<file path="src/hw/rtl/wvt_pkg.sv">
package wvt_pkg;

	localparam int GRID_BITS   = 10;
	localparam int CFG_W       = 32;
	localparam int CFG_IDX_W   = 3;
	localparam int ELEV_W      = 16;
	localparam int PIX_W       = 16;
	localparam int COLOR_W     = 24;
	localparam int FRAC_BITS   = 16;

	localparam int QUEUE_DEPTH = 4;
	localparam int QUEUE_PTR_W = $clog2(QUEUE_DEPTH);

	// Product widths: weight times zero-extended grid index, weight times elevation.
	localparam int PC_W  = CFG_W + GRID_BITS + 1;
	localparam int PZ_W  = CFG_W + ELEV_W;
	localparam int MAG_W = (GRID_BITS + 1 > ELEV_W) ? GRID_BITS + 1 : ELEV_W;
	localparam int ACC_W = CFG_W + MAG_W + 2;

	typedef enum logic [CFG_IDX_W-1:0] {
		REG_M_XX     = 3'd0,
		REG_M_XY     = 3'd1,
		REG_M_XZ     = 3'd2,
		REG_M_YX     = 3'd3,
		REG_M_YY     = 3'd4,
		REG_M_YZ     = 3'd5,
		REG_ORIGIN_X = 3'd6,
		REG_ORIGIN_Y = 3'd7
	} cfg_reg_t;

	localparam logic [CFG_W-1:0] CFG_ONE  = 32'h0001_0000;
	localparam logic [CFG_W-1:0] CFG_ZERO = 32'h0000_0000;

	localparam logic [COLOR_W-1:0] COLOR_WHITE  = 24'hFFFFFF;
	localparam logic [COLOR_W-1:0] COLOR_CREAM  = 24'hFFFFCC;
	localparam logic [COLOR_W-1:0] COLOR_PALE   = 24'hFFFF66;
	localparam logic [COLOR_W-1:0] COLOR_YELLOW = 24'hFFFF00;
	localparam logic [COLOR_W-1:0] COLOR_AMBER  = 24'hFFCC00;
	localparam logic [COLOR_W-1:0] COLOR_ORANGE = 24'hFF9900;
	localparam logic [COLOR_W-1:0] COLOR_RUST   = 24'hFF6600;
	localparam logic [COLOR_W-1:0] COLOR_SCARLET = 24'hFF3300;
	localparam logic [COLOR_W-1:0] COLOR_RED    = 24'hFF0000;
	localparam logic [COLOR_W-1:0] COLOR_DARK   = 24'hCC0000;
	localparam logic [COLOR_W-1:0] COLOR_MAROON = 24'h990000;

	typedef struct packed {
		logic signed [CFG_W-1:0] m_xx;
		logic signed [CFG_W-1:0] m_xy;
		logic signed [CFG_W-1:0] m_xz;
		logic signed [CFG_W-1:0] m_yx;
		logic signed [CFG_W-1:0] m_yy;
		logic signed [CFG_W-1:0] m_yz;
		logic signed [CFG_W-1:0] origin_x;
		logic signed [CFG_W-1:0] origin_y;
	} proj_cfg_t;

	typedef struct packed {
		logic [GRID_BITS-1:0]     col;
		logic [GRID_BITS-1:0]     row;
		logic signed [ELEV_W-1:0] elev;
		logic [COLOR_W-1:0]       color;
	} vertex_t;

	// A negative height keeps the previous colour.
	function automatic logic [COLOR_W-1:0] height_color(input logic signed [ELEV_W-1:0] h,
		input logic [COLOR_W-1:0] prev);
		logic [COLOR_W-1:0] c;
		priority if (h < 0)   c = prev;
		else if (h >= 110)    c = COLOR_MAROON;
		else if (h >= 40)     c = COLOR_DARK;
		else if (h >= 30)     c = COLOR_RED;
		else if (h >= 22)     c = COLOR_SCARLET;
		else if (h >= 15)     c = COLOR_RUST;
		else if (h > 12)      c = COLOR_ORANGE;
		else if (h > 8)       c = COLOR_AMBER;
		else if (h > 5)       c = COLOR_YELLOW;
		else if (h > 2)       c = COLOR_PALE;
		else if (h > 0)       c = COLOR_CREAM;
		else                  c = COLOR_WHITE;
		return c;
	endfunction

endpackage

</file>
<file path="src/hw/rtl/wvt_front.sv">
module wvt_front import wvt_pkg::*; (
	input  logic                     clk,
	input  logic                     arst_n,
	input  logic                     in_valid,
	output logic                     in_ready,
	input  logic [GRID_BITS-1:0]     grid_col,
	input  logic [GRID_BITS-1:0]     grid_row,
	input  logic signed [ELEV_W-1:0] elevation,
	input  logic                     full,
	output logic                     push,
	output vertex_t                  push_data
);

	logic [COLOR_W-1:0] last_color_q;
	logic [COLOR_W-1:0] color;

	// The colour depends on the previous word, so it is settled here in order.
	assign color    = height_color(elevation, last_color_q);
	assign in_ready = !full;
	assign push     = in_valid && !full;

	assign push_data.col   = grid_col;
	assign push_data.row   = grid_row;
	assign push_data.elev  = elevation;
	assign push_data.color = color;

	always_ff @(posedge clk or negedge arst_n) begin
		if (!arst_n) begin
			last_color_q <= COLOR_WHITE;
		end else if (push) begin
			last_color_q <= color;
		end
	end

endmodule

</file>
<file path="config.mk">
export PLATFORM = sky130hd
export DESIGN_NAME = wvt_front
export DESIGN_NICKNAME = d
export VERILOG_FILES = /design/src/hw/rtl/wvt_pkg.sv /design/src/hw/rtl/wvt_front.sv
export SDC_FILE = /design/constraint.sdc
export NUM_CORES = 1
export LEC_CHECK = 0
export BUFFER_PORTS_ARGS = -buffer_cell sky130_fd_sc_hd__buf_2
export CAP_MARGIN = 20
export CORE_MARGIN = 2
export CORE_UTILIZATION = 47
export CTS_CLUSTER_DIAMETER = 100
export DETAILED_ROUTE_END_ITERATION = 8
export PLACE_DENSITY = 0.92
export SLEW_MARGIN = 0
export SYNTH_ARGS = -nofsm -noshare
export SYNTH_HDL_FRONTEND = slang
export SYNTH_SLANG_ARGS = --single-unit
</file>
<file path="constraint.sdc">
create_clock -name clk -period 2.8 [get_ports clk]
set_input_delay 0.56 -clock clk [delete_from_list [all_inputs] [get_ports clk]]
set_output_delay 0.56 -clock clk [all_outputs]
set_load 0.03 [all_outputs]
</file>
==> out/qor.tcl, run 1 <==
set qor(cp_data_arrival_time_ns) 2.07
set qor(synth_cells) 193
set qor(hold_sp) {last_color_q[7]}
set qor(synthDominantAreaCellType) {sky130_fd_sc_hd__dfstp_2}
set qor(antenna_violating_nets_post_route) 0
set qor(antennaDiodeCount) 0
set qor(timing.hold.worst_path_depth) 2
set qor(syn-cell-area_um2) 1680
set qor(power.ir.vdd_worst_mv) 0.220
set qor(clock.fmax_ghz) 0.380
set qor(critPathRequiredTime_ns) 2.24
set qor(cts_tree) {done}
set qor(setup.worst_path.start_class) {input pin}
set qor(fp.dieH_um) 63.8
set qor(initial_core_util_pct) 49.6
set qor(netlist-cell-type-count) 39
set qor(max_cap_viols) 0
set qor(worst-r2r-cell-count) 2
set qor(hold_ws_ns) 0.473
set qor(detail_route.iter0.violations) 55
set qor(registers.top_by_ff_count) {last_color_q}
set qor(drt-wirelength-per-cell_um) 13.4
set qor(postCtsResizedCells) 0
set qor(share_of_layout_cells_above_drive_strength_1_pct) 45.5
set qor(cts_root_buf) {sky130_fd_sc_hd__clkbuf_4}
set qor(r2r_end) {last_color_q[18]}
set qor(via_count) 1368
set qor(edff_count_synth) 0
set qor(worst-r2r-setup-slack_ns) 2.02
set qor(mean_number_of_vias_per_cell) 5.28
set qor(power.leakage_nw) 0.955
set qor(clock_skew_ns) 0
set qor(synthArstFlopShare_pct) 100
set qor(design.core.area_um2) 3390
set qor(cp_common_cell) {sky130_fd_sc_hd__buf_2}
set qor(path_buf_inv) 2
set qor(holdBufCountCts) 0
set qor(worst_path_dominant_cell_family) {simple AND/OR/NAND/NOR gates}
set qor(clock_pin_slew_on_the_worst_setup_and_hold_paths_ns) 0.12
set qor(tritoncts.num_buffers) 3
set qor(htree_num_levels) 1
set qor(drc_errors) 0
set qor(io-pin-count) 102
set qor(grt.total_usage_pct) 17.9
set qor(worst_hold_path.endpoint) {last_color_q[7]}
set qor(rsz0062_at_grt) {no}
set qor(regToRegStartpoint) {last_color_q[18]}
set qor(worst_path_max_delay_cell) {sky130_fd_sc_hd__nor4_2}
set qor(number_of_antenna_violations_at_the_first_check_in_global_routing) 0
set qor(synthMostInstantiatedCell) {sky130_fd_sc_hd__buf_4}
set qor(area_delta_synth_final_pct) 5.21
set qor(synth-main-ff-cell) {sky130_fd_sc_hd__dfstp_2}
set qor(finish.net_count) 255
set qor(cts_buffer_depth) 2
set qor(ys_seq_area_share_pct) 37.5
set qor(synth.yosys.warnings) 0
set qor(grt_max_degree) 35
set qor(synth.area.top_cells) {sky130_fd_sc_hd__dfstp_2 38%, sky130_fd_sc_hd__buf_4 16%, sky130_fd_sc_hd__nand2_1 7.8%, sky130_fd_sc_hd__a21o_1 4.9%, sky130_fd_sc_hd__nand2b_1 3.0%}
set qor(drt_pass1_iterations) 4
set qor(finalMaxSlewViolations) 0
set qor(tritoncts_num_sinks) 24
set qor(registers_with_the_most_flip_flops) {last_color_q x24}
set qor(timing.critical_path.fanout_max) 7
set qor(cts_setup_buffers) 0
set qor(syn-mean-instance-area_um2) 8.71
set qor(tightest_slew_ns) 0.667
set qor(port_buffers) 61
set qor(largest_register_ff_count) 24
set qor(relSlewSlack_pct) 55.5
set qor(place.detailed.hpwl_um) 2670
set qor(outcome) {finished, final reports clean}
set qor(grt_first_pass_wirelength_um) 5800
set qor(min_path_type) {reg2reg}
set qor(critical_path.endpoint_type) {output port}
set qor(final_min_period_over_clock_period_pct) 94.0
set qor(clk-insertion-delay-late_ns) 0.31
set qor(die_x_um) 63.8
set qor(setup-violations-final) 0
set qor(yosysTopAreaCellShare_pct) 37.5
set qor(grt-ovfl-total) 0
set qor(core.rowCount) 21
set qor(power_mw) 0.613
set qor(wirelength_um) 3480
set qor(ys_ff_latch) 24
set qor(min_period_ns) 2.63
set qor(power_per_cell_area_nw_per_um2) 347
set qor(syn_nets) 233
set qor(path_cells) {buf_2 > nor4_4 > nand4_1 > nor4_2 > a21o_1 > buf_2}
set qor(netlist_top_cells_count) {36 x sky130_fd_sc_hd__buf_4, 35 x sky130_fd_sc_hd__nand2_1, 24 x sky130_fd_sc_hd__dfstp_2, 11 x sky130_fd_sc_hd__a21o_1}
set qor(first_global_vias) 1266
set qor(gp_congestion) 0.831
set qor(worstSetupPathType) {in2out}
set qor(worst_stage_delay_on_the_critical_path_ns) 0.38
set qor(dieArea_um2) 4070
set qor(timing.setup.tns_ns) 0
set qor(timing.final.hold_violations) 0
## through the flow
stage               setup WS (ns)  utilization [%]  area (um^2)  std cells
floorplan                   0.335                -         1680        193
global placement            0.237             51.5         1750        256
detailed placement          0.171             51.5         1750        256
CTS                         0.162             52.2         1770        259
global route               0.0336             52.2         1770        259
finish                      0.168             52.2         1770        259
## per-layer routing
layer / part of all wire, % / track usage (%) / wire (um)
met1: 42 / 22.6 / 1460
met2: 49 / 29.9 / 1720
met3: 7.6 / 4.93 / 263
met4: 1.0 / 4.62 / 36
met5: 0 / 0 / 0
## layout make-up
cell class / instances / area [um^2]
sequential: 24 / 631
timing repair buffer: 63 / 320
tap: 46 / 57.6
multi-input combinational: 118 / 718
clock buffer: 3 / 22.5
inverter: 5 / 18.8
fill: 336 / 1620
## worst max path at each step
stage,startpoint,end,cells past startpoint
after floorplan,elevation[2],push_data[16],5
after CTS,elevation[9],push_data[4],6
after global routing,elevation[9],push_data[0],6
final,elevation[9],push_data[4],6
after detailed placement,elevation[9],push_data[4],6
after global placement,elevation[9],push_data[0],6
## cell usage in the layout, fill, tap and decap left out
cell and count:
sky130_fd_sc_hd__xnor2_1 1, sky130_fd_sc_hd__a41o_1 1, sky130_fd_sc_hd__buf_4 2, sky130_fd_sc_hd__or3_1 1
sky130_fd_sc_hd__nand2b_1 8, sky130_fd_sc_hd__inv_1 4, sky130_fd_sc_hd__a2bb2oi_1 2, sky130_fd_sc_hd__o22ai_1 1
sky130_fd_sc_hd__nor2_1 8, sky130_fd_sc_hd__nand4_1 2, sky130_fd_sc_hd__clkinv_1 1, sky130_fd_sc_hd__o22a_1 4
sky130_fd_sc_hd__nand4_2 1, sky130_fd_sc_hd__buf_2 61, sky130_fd_sc_hd__o21ai_0 7, sky130_fd_sc_hd__a21o_1 11
sky130_fd_sc_hd__nor3_2 2, sky130_fd_sc_hd__o31ai_1 1, sky130_fd_sc_hd__nor4_4 1, sky130_fd_sc_hd__a22o_1 4
sky130_fd_sc_hd__nand2_1 35, sky130_fd_sc_hd__a31oi_1 1, sky130_fd_sc_hd__o21ai_1 1, sky130_fd_sc_hd__o21bai_1 1
sky130_fd_sc_hd__nor2b_1 1, sky130_fd_sc_hd__nor3_1 3, sky130_fd_sc_hd__dfstp_2 24, sky130_fd_sc_hd__and4_1 1
sky130_fd_sc_hd__o211ai_1 1, sky130_fd_sc_hd__mux2_2 1, sky130_fd_sc_hd__clkbuf_4 3, sky130_fd_sc_hd__nor3b_1 2
sky130_fd_sc_hd__o21a_1 4, sky130_fd_sc_hd__o2111ai_1 2, sky130_fd_sc_hd__nor4_2 2, sky130_fd_sc_hd__nor4_1 1
sky130_fd_sc_hd__a21oi_1 6, sky130_fd_sc_hd__nand3_1 1
## cells by family after synthesis
family                    after synthesis  synth area share (%)
and+or+nand+nor                        69                  21.7
buffers and inverters                  51                  19.7
AOI/OAI and AO/OA                      47                  19.8
DFF                                    24                  37.5
xor gates and xnor gates                1                 0.521
muxes                                   1                 0.670
## worst reg2reg max path, cell delays in order (launching register included)
cell	delay [ns]
sky130_fd_sc_hd__dfstp_2	0.55
sky130_fd_sc_hd__nand2_1	0.05
sky130_fd_sc_hd__o21ai_0	0.11
## where the power goes
part | switching (mW) | internal [mW] | total, mW
Combinational | 0.0852 | 0.0334 | 0.119
Clock | 0.0948 | 0.0504 | 0.145
Sequential | 0.000222 | 0.349 | 0.350
(Power assumes the default switching activity.)
==> inputs of run 2 (changes only) <==
--- a/config.mk
+++ b/config.mk
@@ -11,6 +11,7 @@
 export CORE_UTILIZATION = 47
 export CTS_CLUSTER_DIAMETER = 100
 export DETAILED_ROUTE_END_ITERATION = 8
+export GPL_TIMING_DRIVEN = 0
 export PLACE_DENSITY = 0.92
 export SLEW_MARGIN = 0
 export SYNTH_ARGS = -nofsm -noshare
==> run 2 against run 1 <==
  * Sequential share of layout area decreased by 6.7 points
  * Flip-flop and latch count unchanged
  * Sequential power about the same
  * Combinational power increased by 71%
  * Critical path type unchanged
  * Largest cell class unchanged
  * Largest power group unchanged
==> out/qor.tcl, run 2 (synthesized netlist as in run 1, its figures left out) <==
set qor(min_path_type) {reg2reg}
set qor(first_global_vias) 1417
set qor(outcome) {finished, final reports clean}
set qor(critical_path.endpoint_type) {output port}
set qor(design_area_um2) 2180
set qor(number_of_antenna_violations_at_the_first_check_in_global_routing) 0
set qor(io-pin-count) 102
set qor(finish.net_count) 318
set qor(grt_max_degree) 25
set qor(drc_errors) 0
set qor(final_min_period_over_clock_period_pct) 94.3
set qor(max_cap_viols) 0
set qor(antenna_violating_nets_post_route) 0
set qor(htree_num_levels) 1
set qor(drt_pass1_iterations) 4
set qor(r2r_end) {last_color_q[2]}
set qor(worst_hold_path.endpoint) {last_color_q[3]}
set qor(power_per_cell_area_nw_per_um2) 321
set qor(grt_first_pass_wirelength_um) 6400
set qor(finalMaxSlewViolations) 0
set qor(relSlewSlack_pct) 66.2
set qor(tritoncts.num_buffers) 3
set qor(hold_sp) {last_color_q[3]}
set qor(placement.cell_area_um2) 2130
set qor(wirelength_um) 3870
set qor(layout.core_utilization_pct) 64.3
set qor(antennaDiodeCount) 0
set qor(power.ir.vdd_worst_mv) 0.213
set qor(timing.hold.worst_path_depth) 2
set qor(fp.dieH_um) 63.8
set qor(mean_number_of_vias_per_cell) 5.00
set qor(regToRegStartpoint) {last_color_q[2]}
set qor(clock.fmax_ghz) 0.379
set qor(cts_root_buf) {sky130_fd_sc_hd__clkbuf_4}
set qor(tightest_slew_ns) 0.507
set qor(setup.worst_path.start_class) {input pin}
set qor(leading_cell_type_in_the_layout_fill_and_taps_excluded) {sky130_fd_sc_hd__buf_2}
set qor(via_count) 1610
set qor(clk-insertion-delay-late_ns) 0.31
set qor(layout_common_cells) {83 x sky130_fd_sc_hd__buf_2, 37 x sky130_fd_sc_hd__buf_4, 35 x sky130_fd_sc_hd__nand2_1}
set qor(grt.total_usage_pct) 19.5
set qor(core.rowCount) 21
set qor(setup-violations-final) 0
set qor(fill_cells) 296
set qor(power.leakage_nw) 1.22
set qor(cts_tree) {done}
set qor(tritoncts_num_sinks) 24
set qor(drt-wirelength-per-cell_um) 12.0
set qor(port_buffers) 79
set qor(initial_core_util_pct) 49.6
set qor(largest_register_ff_count) 24
set qor(area_delta_synth_final_pct) 29.6
set qor(grt-ovfl-total) 0
set qor(cts_buffer_depth) 2
set qor(timing.final.hold_violations) 0
set qor(detail_route.iter0.violations) 48
set qor(registers.top_by_ff_count) {last_color_q}
set qor(registers_with_the_most_flip_flops) {last_color_q x24}
set qor(clock_pin_slew_on_the_worst_setup_and_hold_paths_ns) 0.12
set qor(critPathRequiredTime_ns) 2.24
set qor(clock_skew_ns) 0
set qor(min_period_ns) 2.64
set qor(worst-r2r-cell-count) 1
set qor(design.core.area_um2) 3390
set qor(share_of_layout_cells_above_drive_strength_1_pct) 56.2
set qor(timing.critical_path.fanout_max) 10
set qor(place.detailed.hpwl_um) 3120
set qor(holdBufCountCts) 0
set qor(cp_data_arrival_time_ns) 2.08
set qor(worstSetupPathType) {in2out}
set qor(gp_congestion) 0.890
set qor(die_x_um) 63.8
set qor(dieArea_um2) 4070
set qor(worst-r2r-setup-slack_ns) 2.02
==> run 2: changes by cell type in the layout (fill, tap and decap cells not counted), sizes merged <==
cell | before | now
buf | 63 | 121
clkbuf | 3 | 8
==> run 2: final cells by class <==
cell class	instances	area, um^2	share of cell area [%]
sequential	24	631	28.9
buffer	46	313	14.4
tap	46	57.6	2.64
clock buffer	3	22.5	1.03
multi-input combinational	118	733	33.7
inverter	5	18.8	0.862
timing repair buffer	80	403	18.5
==> run 2: routing by layer <==
metal  routed length (um)  vias up  global-route usage, %
met5                    0        -                      0
met1                 1620      740                   25.0
met3                  230       10                   3.52
met4                   92        0                   6.25
met2                 1930       65                   33.3
li1                     -      795                      -
==> run 2: critical path, cell delays in order <==
cell and delay, ns:
sky130_fd_sc_hd__buf_2 0.10, sky130_fd_sc_hd__clkbuf_1 0.37, sky130_fd_sc_hd__o31ai_1 0.19, sky130_fd_sc_hd__mux2_2 0.30, sky130_fd_sc_hd__o211ai_1 0.24, sky130_fd_sc_hd__nand2_1 0.11, sky130_fd_sc_hd__buf_2 0.19
==> run 2: how the worst max path moves through the flow <==
stage / depth (start not counted) / start / to
floorplan: 5 / elevation[2] / push_data[16]
global placement: 7 / elevation[1] / push_data[20]
detailed placement: 7 / elevation[1] / push_data[20]
CTS: 7 / elevation[1] / push_data[20]
global route: 7 / elevation[1] / push_data[20]
finish: 7 / elevation[2] / push_data[8]
==> run 2: timing repair <==
action / 4_1_cts / 5_1_grt
resized for setup: 0 / 2
setup buffers: 0 / 1
setup endpoints to repair: 0 / 4
==> run 2: power breakdown <==
group	leakage, nW	total, mW	internal, mW	switching (mW)
sequential	0.248	0.350	0.349	0.000222
clock	0.0138	0.145	0.0503	0.0951
combinational	0.954	0.204	0.0751	0.129
==> run 2: through the flow <==
| step | power (mW) | worst slack (ns) | instances | TNS [ns] | hold WS, ns |
|---|---|---|---|---|---|
| 5_1_grt | 0.730 | -0.0246 | 322 | -0.0316 | 0.478 |
| 2_1_floorplan | 0.496 | 0.335 | 193 | 0 | 0.412 |
| 4_1_cts | 0.699 | 0.0936 | 321 | 0 | 0.466 |
| 3_3_place_gp | 0.553 | 0.134 | 318 | 0 | 0.441 |
| 3_5_place_dp | 0.557 | 0.105 | 318 | 0 | 0.449 |
| 6_report | 0.699 | 0.161 | 322 | 0 | 0.468 |
