===== src/hw/rtl/wvt_pkg.sv =====
package wvt_pkg;

	localparam int GRID_BITS   = 10;
	localparam int CFG_W       = 32;
	localparam int CFG_IDX_W   = 3;
	localparam int ELEV_W      = 16;
	localparam int PIX_W       = 16;
	localparam int COLOR_W     = 24;
	localparam int FRAC_BITS   = 16;

	localparam int QUEUE_DEPTH = 4;
	localparam int QUEUE_PTR_W = $clog2(QUEUE_DEPTH);

	// Product widths: weight times zero-extended grid index, weight times elevation.
	localparam int PC_W  = CFG_W + GRID_BITS + 1;
	localparam int PZ_W  = CFG_W + ELEV_W;
	localparam int MAG_W = (GRID_BITS + 1 > ELEV_W) ? GRID_BITS + 1 : ELEV_W;
	localparam int ACC_W = CFG_W + MAG_W + 2;

	typedef enum logic [CFG_IDX_W-1:0] {
		REG_M_XX     = 3'd0,
		REG_M_XY     = 3'd1,
		REG_M_XZ     = 3'd2,
		REG_M_YX     = 3'd3,
		REG_M_YY     = 3'd4,
		REG_M_YZ     = 3'd5,
		REG_ORIGIN_X = 3'd6,
		REG_ORIGIN_Y = 3'd7
	} cfg_reg_t;

	localparam logic [CFG_W-1:0] CFG_ONE  = 32'h0001_0000;
	localparam logic [CFG_W-1:0] CFG_ZERO = 32'h0000_0000;

	localparam logic [COLOR_W-1:0] COLOR_WHITE  = 24'hFFFFFF;
	localparam logic [COLOR_W-1:0] COLOR_CREAM  = 24'hFFFFCC;
	localparam logic [COLOR_W-1:0] COLOR_PALE   = 24'hFFFF66;
	localparam logic [COLOR_W-1:0] COLOR_YELLOW = 24'hFFFF00;
	localparam logic [COLOR_W-1:0] COLOR_AMBER  = 24'hFFCC00;
	localparam logic [COLOR_W-1:0] COLOR_ORANGE = 24'hFF9900;
	localparam logic [COLOR_W-1:0] COLOR_RUST   = 24'hFF6600;
	localparam logic [COLOR_W-1:0] COLOR_SCARLET = 24'hFF3300;
	localparam logic [COLOR_W-1:0] COLOR_RED    = 24'hFF0000;
	localparam logic [COLOR_W-1:0] COLOR_DARK   = 24'hCC0000;
	localparam logic [COLOR_W-1:0] COLOR_MAROON = 24'h990000;

	typedef struct packed {
		logic signed [CFG_W-1:0] m_xx;
		logic signed [CFG_W-1:0] m_xy;
		logic signed [CFG_W-1:0] m_xz;
		logic signed [CFG_W-1:0] m_yx;
		logic signed [CFG_W-1:0] m_yy;
		logic signed [CFG_W-1:0] m_yz;
		logic signed [CFG_W-1:0] origin_x;
		logic signed [CFG_W-1:0] origin_y;
	} proj_cfg_t;

	typedef struct packed {
		logic [GRID_BITS-1:0]     col;
		logic [GRID_BITS-1:0]     row;
		logic signed [ELEV_W-1:0] elev;
		logic [COLOR_W-1:0]       color;
	} vertex_t;

	// A negative height keeps the previous colour.
	function automatic logic [COLOR_W-1:0] height_color(input logic signed [ELEV_W-1:0] h,
		input logic [COLOR_W-1:0] prev);
		logic [COLOR_W-1:0] c;
		priority if (h < 0)   c = prev;
		else if (h >= 110)    c = COLOR_MAROON;
		else if (h >= 40)     c = COLOR_DARK;
		else if (h >= 30)     c = COLOR_RED;
		else if (h >= 22)     c = COLOR_SCARLET;
		else if (h >= 15)     c = COLOR_RUST;
		else if (h > 12)      c = COLOR_ORANGE;
		else if (h > 8)       c = COLOR_AMBER;
		else if (h > 5)       c = COLOR_YELLOW;
		else if (h > 2)       c = COLOR_PALE;
		else if (h > 0)       c = COLOR_CREAM;
		else                  c = COLOR_WHITE;
		return c;
	endfunction

endpackage


===== src/hw/rtl/wvt_queue.sv =====
module wvt_queue import wvt_pkg::*; (
	input  logic    clk,
	input  logic    arst_n,
	input  logic    push,
	input  vertex_t push_data,
	output logic    full,
	input  logic    pop,
	output logic    not_empty,
	output vertex_t pop_data
);

	vertex_t                mem_q [QUEUE_DEPTH];
	logic [QUEUE_PTR_W-1:0] wr_ptr_q;
	logic [QUEUE_PTR_W-1:0] rd_ptr_q;
	logic [QUEUE_PTR_W:0]   count_q;

	assign full      = (count_q == (QUEUE_PTR_W+1)'(QUEUE_DEPTH));
	assign not_empty = (count_q != '0);
	assign pop_data  = mem_q[rd_ptr_q];

	always_ff @(posedge clk) begin
		if (push) begin
			mem_q[wr_ptr_q] <= push_data;
		end
	end

	always_ff @(posedge clk or negedge arst_n) begin
		if (!arst_n) begin
			wr_ptr_q <= '0;
			rd_ptr_q <= '0;
			count_q  <= '0;
		end else begin
			if (push) begin
				wr_ptr_q <= wr_ptr_q + 1'b1;
			end
			if (pop) begin
				rd_ptr_q <= rd_ptr_q + 1'b1;
			end
			unique case ({push, pop})
				2'b10:   count_q <= count_q + 1'b1;
				2'b01:   count_q <= count_q - 1'b1;
				default: count_q <= count_q;
			endcase
		end
	end

endmodule


===== config.mk =====
export PLATFORM = sky130hd
export DESIGN_NAME = wvt_queue
export DESIGN_NICKNAME = d
export VERILOG_FILES = /design/src/hw/rtl/wvt_pkg.sv /design/src/hw/rtl/wvt_queue.sv
export SDC_FILE = /design/constraint.sdc
export NUM_CORES = 1
export LEC_CHECK = 0
export CAP_MARGIN = 20
export CELL_PAD_IN_SITES_DETAIL_PLACEMENT = 1
export CELL_PAD_IN_SITES_GLOBAL_PLACEMENT = 2
export CORE_ASPECT_RATIO = 2
export CORE_MARGIN = 4
export CORE_UTILIZATION = 40
export CTS_CLUSTER_SIZE = 28
export DETAILED_ROUTE_END_ITERATION = 6
export DONT_BUFFER_PORTS = 1
export PLACE_DENSITY_LB_ADDON = 0.1
export SYNTH_ARGS = -nofsm -noshare
export SYNTH_HDL_FRONTEND = slang
export SYNTH_SLANG_ARGS = --single-unit
export TNS_END_PERCENT = 30

===== constraint.sdc =====
create_clock -name clk -period 6.6 [get_ports clk]
set_input_delay 0 -clock clk [delete_from_list [all_inputs] [get_ports clk]]
set_output_delay 0 -clock clk [all_outputs]
set_load 0.05 [all_outputs]

==> results of run 1 <==
## cell usage after synthesis, types with 2 or more instances
cell type	instances	area, um^2
buf_12	6	120
nand2_1	2	7.51
ha_1	5	62.6
buf_2	6	30.0
mux4_1	2	52.6
and2_1	4	25.0
xor2_1	4	35.0
xnor2_1	2	17.5
edfxtp_1	240	7210
inv_1	6	22.5
dfrtp_1	7	175
mux4_2	58	1310
## stage by stage
step	std cells	area [um^2]	total power [mW]
2_1_floorplan	350	9130	3.89
3_3_place_gp	617	9340	4.08
3_5_place_dp	618	9370	4.14
4_1_cts	722	10800	5.58
5_1_grt	722	10800	5.70
6_report	723	10800	5.46
## worst max-delay path, cell delays in order, from the launching register on
cell and delay [ns]:
dfrtp_4 0.54, buf_4 0.41, buf_16 0.32, mux4_1 0.86
## metal layers
metal  vias up  routed length (um)
met5         -                  13
met4         2                 424
met3        28                 884
met2        98               10000
met1      1982                6140
li1       1637                   -
## logic make-up after synthesis
group	Yosys count	share of synthesized area [%]
AO/OA/AOI/OAI	1	0.0548
XOR/XNOR	6	0.576
adder cells (fa/ha/maj)	6	0.905
buffers and inverters	20	2.06
flip-flops	247	80.9
multiplexers	61	15.0
AND/OR/NAND/NOR	9	0.535
## flip-flops by register name, summed over array words and instances, names as in the netlist
register / flops
wr_ptr_q: 2
count_q: 3
mem_q: 240
rd_ptr_q: 2
## final cells by class
| type | count | area (um^2) |
|---|---|---|
| multi-input combinational | 83 | 1570 |
| sequential | 247 | 7390 |
| timing repair buffer | 66 | 676 |
| clock buffer | 24 | 579 |
| clock inverter | 16 | 205 |
| inverter | 6 | 22.5 |
| fill | 1966 | 11800 |
| tap | 280 | 350 |
| antenna | 1 | 2.50 |
## power breakdown
part           total, mW  internal [mW]  leakage (nW)  switching (mW)
Clock               1.37          0.831         0.392           0.543
Combinational       1.86          0.487         0.809            1.37
Sequential          2.23           2.06          2.28           0.166
## what timing repair did
action,4_1_cts,5_1_grt
buffers inserted,0,0
endpoints found under the hold margin,254,0
hold buffers,64,0
## path summary, 6_finish.rpt
kind                                 to  cells after the start
max                        pop_data[59]                      3
min reg2reg                  count_q[2]                      1
max reg2reg                mem_q[0][55]                      3
max in group asynchronous   rd_ptr_q[0]                      2
min                        mem_q[2][38]                      1
min in group asynchronous   rd_ptr_q[1]                      2
==> results.json, run 1 <==
{
  "busiest_layer": "met2",
  "grt_setup_unrepaired": "no",
  "max_slew_margin_pct": 32.1,
  "dpl.hpwl_um": 9690,
  "dr.pass1.iters": 4,
  "end_kind": "output pin",
  "clk_pin_slew_ns": 0.07,
  "layout-drive-gt1-share_pct": 23.1,
  "drcViolationCount": 0,
  "holdWs_ns": 0.169,
  "coreArea_um2": 22500,
  "clock_skew_ns": 0.0217,
  "final_hold_viol_count": 0,
  "setup_tns_ns": 0,
  "synthFlopType": "edfxtp_1",
  "clock-root-buffer": "clkbuf_16",
  "start_util_pct": 40.5,
  "die_y_um": 222,
  "ys_seq_elements": 247,
  "use_met1_pct": 15.1,
  "gr-usage-met3_pct": 2.90,
  "min_path_type": "input port to register",
  "post-route-min-period_ns": 2.66,
  "wirelength_um": 17500,
  "io_buffers": 0,
  "worstHoldStart": "push",
  "r2r-start": "wr_ptr_q[0]",
  "yosysUniqueCellTypes": 20,
  "dieArea_um2": 25400,
  "routabilityCongestion": 0.684,
  "arrival_ns": 2.66,
  "required_ns": 6.60,
  "nets": 496,
  "r2r_slack_ns": 4.67,
  "cts_tree": "yes",
  "antenna_left": 0,
  "io_pins": 126,
  "grt_max_degree": 62,
  "cts_buffer_depth": 3,
  "drtIter0Drc": 181,
  "die_w_um": 115,
  "maxCapViolCount": 0,
  "grt_first_pass_wirelength_um": 26500,
  "critical_path_class": "register to output pin",
  "rows": 78,
  "critPathLaunchType": "register",
  "ys_warn_count": 0,
  "power_density_nw_per_um2": 506,
  "post-route-util_pct": 47.9,
  "grt_pass1_vias": 4379,
  "grt-ovfl-total": 0,
  "async_reset_ff_share_pct": 2.83,
  "cts_buffers": 22,
  "numClockSinks": 247,
  "drv_slew": 0,
  "area_growth_pct": 18.2,
  "avgSynthCellArea_um2": 26.1,
  "synth-edff-count": 240,
  "tightestPinTransition_ns": 1.02,
  "timing.final.crit_share_pct": 40.3,
  "grtUsageTotal_pct": 14.0,
  "finalSetupViolations": 0,
  "status": "completed",
  "fin_ws_ns": 3.94,
  "synthCells": 350,
  "cts_resized": 0,
  "htreeDepth": 1,
  "fmax_ghz": 0.376,
  "p_leak_nw": 3.49,
  "avgRoutedWirePerCell_um": 24.1,
  "insertion_delay_ns": 0.51,
  "netlist_area_um2": 9130,
  "layout_commonest_cell": "edfxtp_1",
  "critical_path.startpoint": "rd_ptr_q[0]",
  "synth_nets": 420,
  "met2_usage_pct": 26.4,
  "final_cell_mix": "edfxtp_1 (240), dlygate4sd3_1 (64), mux4_2 (58)",
  "seq_area_frac_synth_pct": 80.9,
  "crit_fanout": 36,
  "routed-via-count": 3747,
  "dpl_worst_slack_ns": 4.37,
  "antenna_found_initial": 2,
  "via_per_inst": 5.18,
  "peakVddDrop_uv": 307
}
Power figures use the tool's default switching activity.
==> inputs of run 2 (changes only) <==
==> constraint.sdc (replaced) <==
create_clock -name clk -period 2.5 [get_ports clk]
set_input_delay 0 -clock clk [delete_from_list [all_inputs] [get_ports clk]]
set_output_delay 0 -clock clk [all_outputs]
set_load 0.05 [all_outputs]
==> run 2 against run 1 <==
  * Clock skew fell by 0.0090 ns
  * Largest cell class unchanged
  * Sequential share of layout area down 0.58 points
  * Critical path type unchanged
  * Non-clock buffer count grew 11
  * Critical path depth is 1 lower
  * Combinational power rose to 2.7 times the previous value
  * Sequential cell count stayed put
  * Largest power group unchanged
  * Worst setup slack worse by 3.7 ns
==> results.json, run 2 (synthesized netlist as in run 1, its figures left out) <==
{
  "p_int_mw": 8.81,
  "avgRoutedWirePerCell_um": 23.5,
  "seqPwrFrac_pct": 40.7,
  "cts_tree": "yes",
  "routed-via-count": 3823,
  "tightestPinTransition_ns": 0.639,
  "maxCapViolCount": 0,
  "insertion_delay_ns": 0.50,
  "fmax_ghz": 0.448,
  "p_leak_nw": 3.53,
  "die_y_um": 222,
  "n_antenna_cell": 0,
  "rows": 78,
  "status": "completed",
  "cts_resized": 0,
  "post-route-min-period_ns": 2.23,
  "switching_share_pct": 38.4,
  "layout_commonest_cell": "edfxtp_1",
  "htreeDepth": 1,
  "arrival_ns": 2.23,
  "placed_cell_area_um2": 9500,
  "wirelength_um": 17200,
  "antenna_found_initial": 0,
  "final_hold_viol_count": 0,
  "power_mw": 14.3,
  "required_ns": 2.50,
  "antenna_left": 0,
  "stdcell_area_um2": 10900,
  "drcViolationCount": 0,
  "end_kind": "output pin",
  "p_switching_mw": 5.49,
  "grt-ovfl-total": 0,
  "grtUsageTotal_pct": 13.8,
  "clk_pin_slew_ns": 0.07,
  "dieArea_um2": 25400,
  "holdWs_ns": 0.198,
  "min_path_type": "input port to register",
  "grt_first_pass_wirelength_um": 26400,
  "power_frac_comb_pct": 35.4,
  "critical_path_class": "register to output pin",
  "finalSetupViolations": 0,
  "numClockSinks": 247,
  "final_cell_mix": "edfxtp_1 (240), dlygate4sd3_1 (64), mux4_2 (58)",
  "regMostFlops": "mem_q",
  "drv_slew": 0,
  "dpl.hpwl_um": 10700,
  "drtIter0Drc": 227,
  "max_slew_margin_pct": 57.4,
  "area_growth_pct": 19.3,
  "power_frac_clock_pct": 23.9,
  "grt_pass1_vias": 4366,
  "grt_setup_unrepaired": "no",
  "clock-root-buffer": "clkbuf_16",
  "io_buffers": 0,
  "critPathLaunchType": "register",
  "io_pins": 126,
  "layout-drive-gt1-share_pct": 24.7,
  "start_util_pct": 40.5,
  "largest_reg_flops": 240,
  "cts_buffer_depth": 3,
  "coreArea_um2": 22500,
  "via_per_inst": 5.22,
  "peakVddDrop_uv": 802,
  "crit_fanout": 41,
  "setup_tns_ns": 0,
  "top_regs": "mem_q x240, count_q x3",
  "cts_buffers": 22,
  "die_w_um": 115,
  "grt_max_degree": 42,
  "power_density_nw_per_um2": 1310,
  "nets": 507,
  "timing.final.crit_share_pct": 89.2,
  "routabilityCongestion": 0.691,
  "dr.pass1.iters": 4,
  "clock_skew_ns": 0.0127
}
[run 2: changes by cell type in the layout (fill, tap and decap cells not counted), moves of 2 or more]
cell,delta
buf_12,+6
buf_4,+6
bufinv_16,-2
clkinv_2,-2
clkinv_4,+2
clkinvlp_4,+2
[run 2: power by group through the flow]
| stage | Clock, mW | Sequential [mW] | Combinational (mW) |
|---|---|---|---|
| 3_3_place_gp | 0 | 5.90 | 5.06 |
| 2_1_floorplan | 0 | 5.65 | 4.62 |
| 3_5_place_dp | 0 | 5.95 | 5.07 |
| 4_1_cts | 3.55 | 5.86 | 5.20 |
| 5_1_grt | 3.71 | 5.92 | 5.31 |
| 6_report | 3.42 | 5.82 | 5.06 |
[run 2: worst paths after layout]
kind	from	endpoint	slack [ns]	cells past startpoint
max	rd_ptr_q[1]	pop_data[47]	0.27	2
min	push_data[9]	mem_q[2][9]	0.20	1
max reg2reg	wr_ptr_q[1]	mem_q[1][41]	0.77	4
min reg2reg	count_q[2]	count_q[2]	0.48	1
max in group asynchronous	arst_n	rd_ptr_q[0]	1.80	2
min in group asynchronous	arst_n	rd_ptr_q[1]	0.40	2
[run 2: layout make-up]
type                    count  area, um^2
fillers                  1932       11700
flip-flops and latches    247        7390
multi-input cells          83        1570
repair buffers             77         813
clock buffers              25         583
well taps                 280         350
clock inverters            15         159
inverters                   6        22.5
[run 2: per-stage QoR]
step / worst slack [ns] / cells / util (%)
4_1_cts: 0.182 / 733 / 48.3
3_5_place_dp: 0.747 / 629 / 42.2
3_3_place_gp: 0.749 / 629 / 42.2
5_1_grt: 0.155 / 733 / 48.3
6_report: 0.269 / 733 / 48.3
2_1_floorplan: 0.0395 / 350 / -
[run 2: routing by layer]
metal,up-vias,routed length (um),global-route usage (%)
li1,1659,-,-
met1,2042,6330,16.2
met2,98,9690,25.1
met3,24,786,2.35
met4,0,428,4.81
met5,-,0,0
[run 2: worst max-delay path: stages (launching register included)]
cell	delay, ns
dfrtp_4	0.85
buf_4	0.35
mux4_2	0.50
[run 2: repair_timing]
item | 4_1_cts | 5_1_grt
endpoints found under the setup margin | 0 | 0
hold endpoints to repair | 297 | 0
setup buffers | 0 | 0
hold buffers | 64 | 0
==> inputs of run 3 (changes only) <==
--- a/config.mk
+++ b/config.mk
@@ -14,6 +14,7 @@
 export CTS_CLUSTER_SIZE = 28
 export DETAILED_ROUTE_END_ITERATION = 6
 export DONT_BUFFER_PORTS = 1
+export MAX_ROUTING_LAYER = met4
 export PLACE_DENSITY_LB_ADDON = 0.1
 export SYNTH_ARGS = -nofsm -noshare
 export SYNTH_HDL_FRONTEND = slang
==> run 3 against run 2 <==
  * Die area unchanged
  * Largest power group unchanged
  * Wire length down 0.15%
  * Design area about the same
  * Sequential cell count unchanged
  * Total power about the same
  * First-iteration DRC count up 7.5%
  * Sequential share of layout area about the same
  * Clock-buffer cell count unchanged
  * Hold slack about the same
  * Global-route usage up 0.40 points
  * Clock power about the same
  * Final cell count up 0.41%
==> results.json, run 3 (synthesized netlist as in run 1, its figures left out) <==
{
  "status": "completed",
  "rows": 78,
  "max_slew_margin_pct": 57.3,
  "dpl_worst_slack_ns": 0.747,
  "peakVddDrop_uv": 802,
  "ff2ff_path_depth": 4,
  "avgRoutedWirePerCell_um": 23.4,
  "critical_path_class": "register to output pin",
  "wirelength_um": 17200,
  "fillers": 1934,
  "timing.final.crit_share_pct": 89.5,
  "largest_reg_flops": 240,
  "end_kind": "output pin",
  "grt_pass1_vias": 4384,
  "area_growth_pct": 19.3,
  "cts_tree": "yes",
  "dpl.hpwl_um": 10700,
  "antenna_found_initial": 3,
  "routabilityCongestion": 0.698,
  "final_hold_viol_count": 0,
  "io_buffers": 0,
  "slowest_delay_ns": 0.85,
  "grt-ovfl-total": 0,
  "r2r-end": "mem_q[1][41]",
  "final_cell_mix": "edfxtp_1 (240), dlygate4sd3_1 (64), mux4_2 (58)",
  "dr.pass1.iters": 4,
  "die_w_um": 115,
  "htreeDepth": 1,
  "top_regs": "mem_q x240, count_q x3",
  "maxCapViolCount": 0,
  "clock_skew_ns": 0.0136,
  "min_path_type": "input port to register",
  "path_cells": "buf_4 > mux4_2",
  "drtIter0Drc": 244,
  "worstHoldStart": "push_data[49]",
  "place_inst": 629,
  "antenna_left": 0,
  "cpMaxStageDelayCell": "dfrtp_4",
  "r2r-start": "wr_ptr_q[1]",
  "nets": 507,
  "multi_input_area_um2": 1570,
  "grt_first_pass_wirelength_um": 26300,
  "critPathLaunchType": "register",
  "routed-via-count": 3817,
  "coreArea_um2": 22500,
  "seq_area_um2": 7390,
  "insertion_delay_ns": 0.50,
  "dieArea_um2": 25400,
  "setup_tns_ns": 0,
  "die_y_um": 222,
  "drcViolationCount": 0,
  "cts_buffers": 22,
  "drv_slew": 0,
  "r2r_slack_ns": 0.77,
  "io_pins": 126,
  "post-route-util_pct": 48.3,
  "power_density_nw_per_um2": 1310,
  "cts_buffer_depth": 3,
  "grtUsageTotal_pct": 14.2,
  "grt_max_degree": 42,
  "p_leak_nw": 3.53,
  "fin_ws_ns": 0.264,
  "grt_setup_unrepaired": "no",
  "final_cells": 736,
  "hold_depth": 1,
  "numClockSinks": 247,
  "fmax_ghz": 0.447,
  "clk_pin_slew_ns": 0.07,
  "arrival_ns": 2.24,
  "post-route-min-period_ns": 2.24,
  "clock-root-buffer": "clkbuf_16",
  "layout_commonest_cell": "edfxtp_1",
  "finalSetupViolations": 0,
  "crit_fanout": 41,
  "required_ns": 2.50,
  "regMostFlops": "mem_q",
  "tightestPinTransition_ns": 0.640,
  "start_util_pct": 40.5,
  "cts_resized": 0,
  "post_cts_buffers": 0,
  "layout-drive-gt1-share_pct": 24.7,
  "hold_end": "mem_q[3][49]",
  "via_per_inst": 5.19
}
==> run 3: changes by cell type in the layout (fill, tap and decap cells not counted) <==
cell and change:
diode_2 +3
==> run 3: worst max-delay path by stage <==
stage / from / endpoint / slack (ns) / depth (start not counted)
2_1_floorplan: wr_ptr_q[0] / mem_q[2][0] / 0.04 / 3
3_3_place_gp: rd_ptr_q[1] / pop_data[47] / 0.75 / 2
3_5_place_dp: wr_ptr_q[1] / mem_q[1][44] / 0.75 / 4
4_1_cts: rd_ptr_q[1] / pop_data[47] / 0.18 / 2
5_1_grt: rd_ptr_q[1] / pop_data[47] / 0.15 / 2
6_report: rd_ptr_q[1] / pop_data[47] / 0.26 / 2
==> run 3: per-layer routing <==
metal  vias to the layer above  track usage [%]  part of all wire, %
li1                       1659                -                    -
met1                      2038             16.0                   37
met2                        95             25.1                   56
met3                        25             2.65                  4.9
met4                         0             4.81                  2.5
met5                         -                -                    0
==> run 3: stage by stage <==
stage / cell area (um^2) / total power [mW] / hold slack (ns)
floorplan: 9130 / 10.3 / -0.296
global placement: 9500 / 11.0 / -0.295
detailed placement: 9500 / 11.0 / -0.295
CTS: 10900 / 14.6 / 0.162
global route: 10900 / 14.9 / 0.187
finish: 10900 / 14.3 / 0.198
==> run 3: power breakdown <==
part | switching, mW | total, mW | leakage (nW) | internal, mW
sequential | 0.405 | 5.82 | 2.28 | 5.42
combinational | 3.66 | 5.06 | 0.881 | 1.40
clock | 1.43 | 3.42 | 0.361 | 2.00
total | 5.49 | 14.3 | 3.53 | 8.81
==> run 3: repair_timing <==
action | CTS | global route
hold buffers | 64 | 0
endpoints found under the hold margin | 297 | 0
setup endpoints to repair | 0 | 0
==> run 3: final cells by class <==
cell class | count | share of cell area, %
Inverter | 6 | 0.207
Tap cell | 280 | 3.22
Multi-Input combinational cell | 83 | 14.4
Antenna cell | 3 | 0.0689
Timing Repair Buffer | 77 | 7.47
Sequential cell | 247 | 67.8
Clock buffer | 25 | 5.35
Clock inverter | 15 | 1.46
==> run 3: worst max-delay path: cells and delay by family (launching register included) <==
| kind | cells | cell delay (ns) |
|---|---|---|
| DFF | 1 | 0.85 |
| buffers and inverters | 1 | 0.35 |
| muxes | 1 | 0.50 |
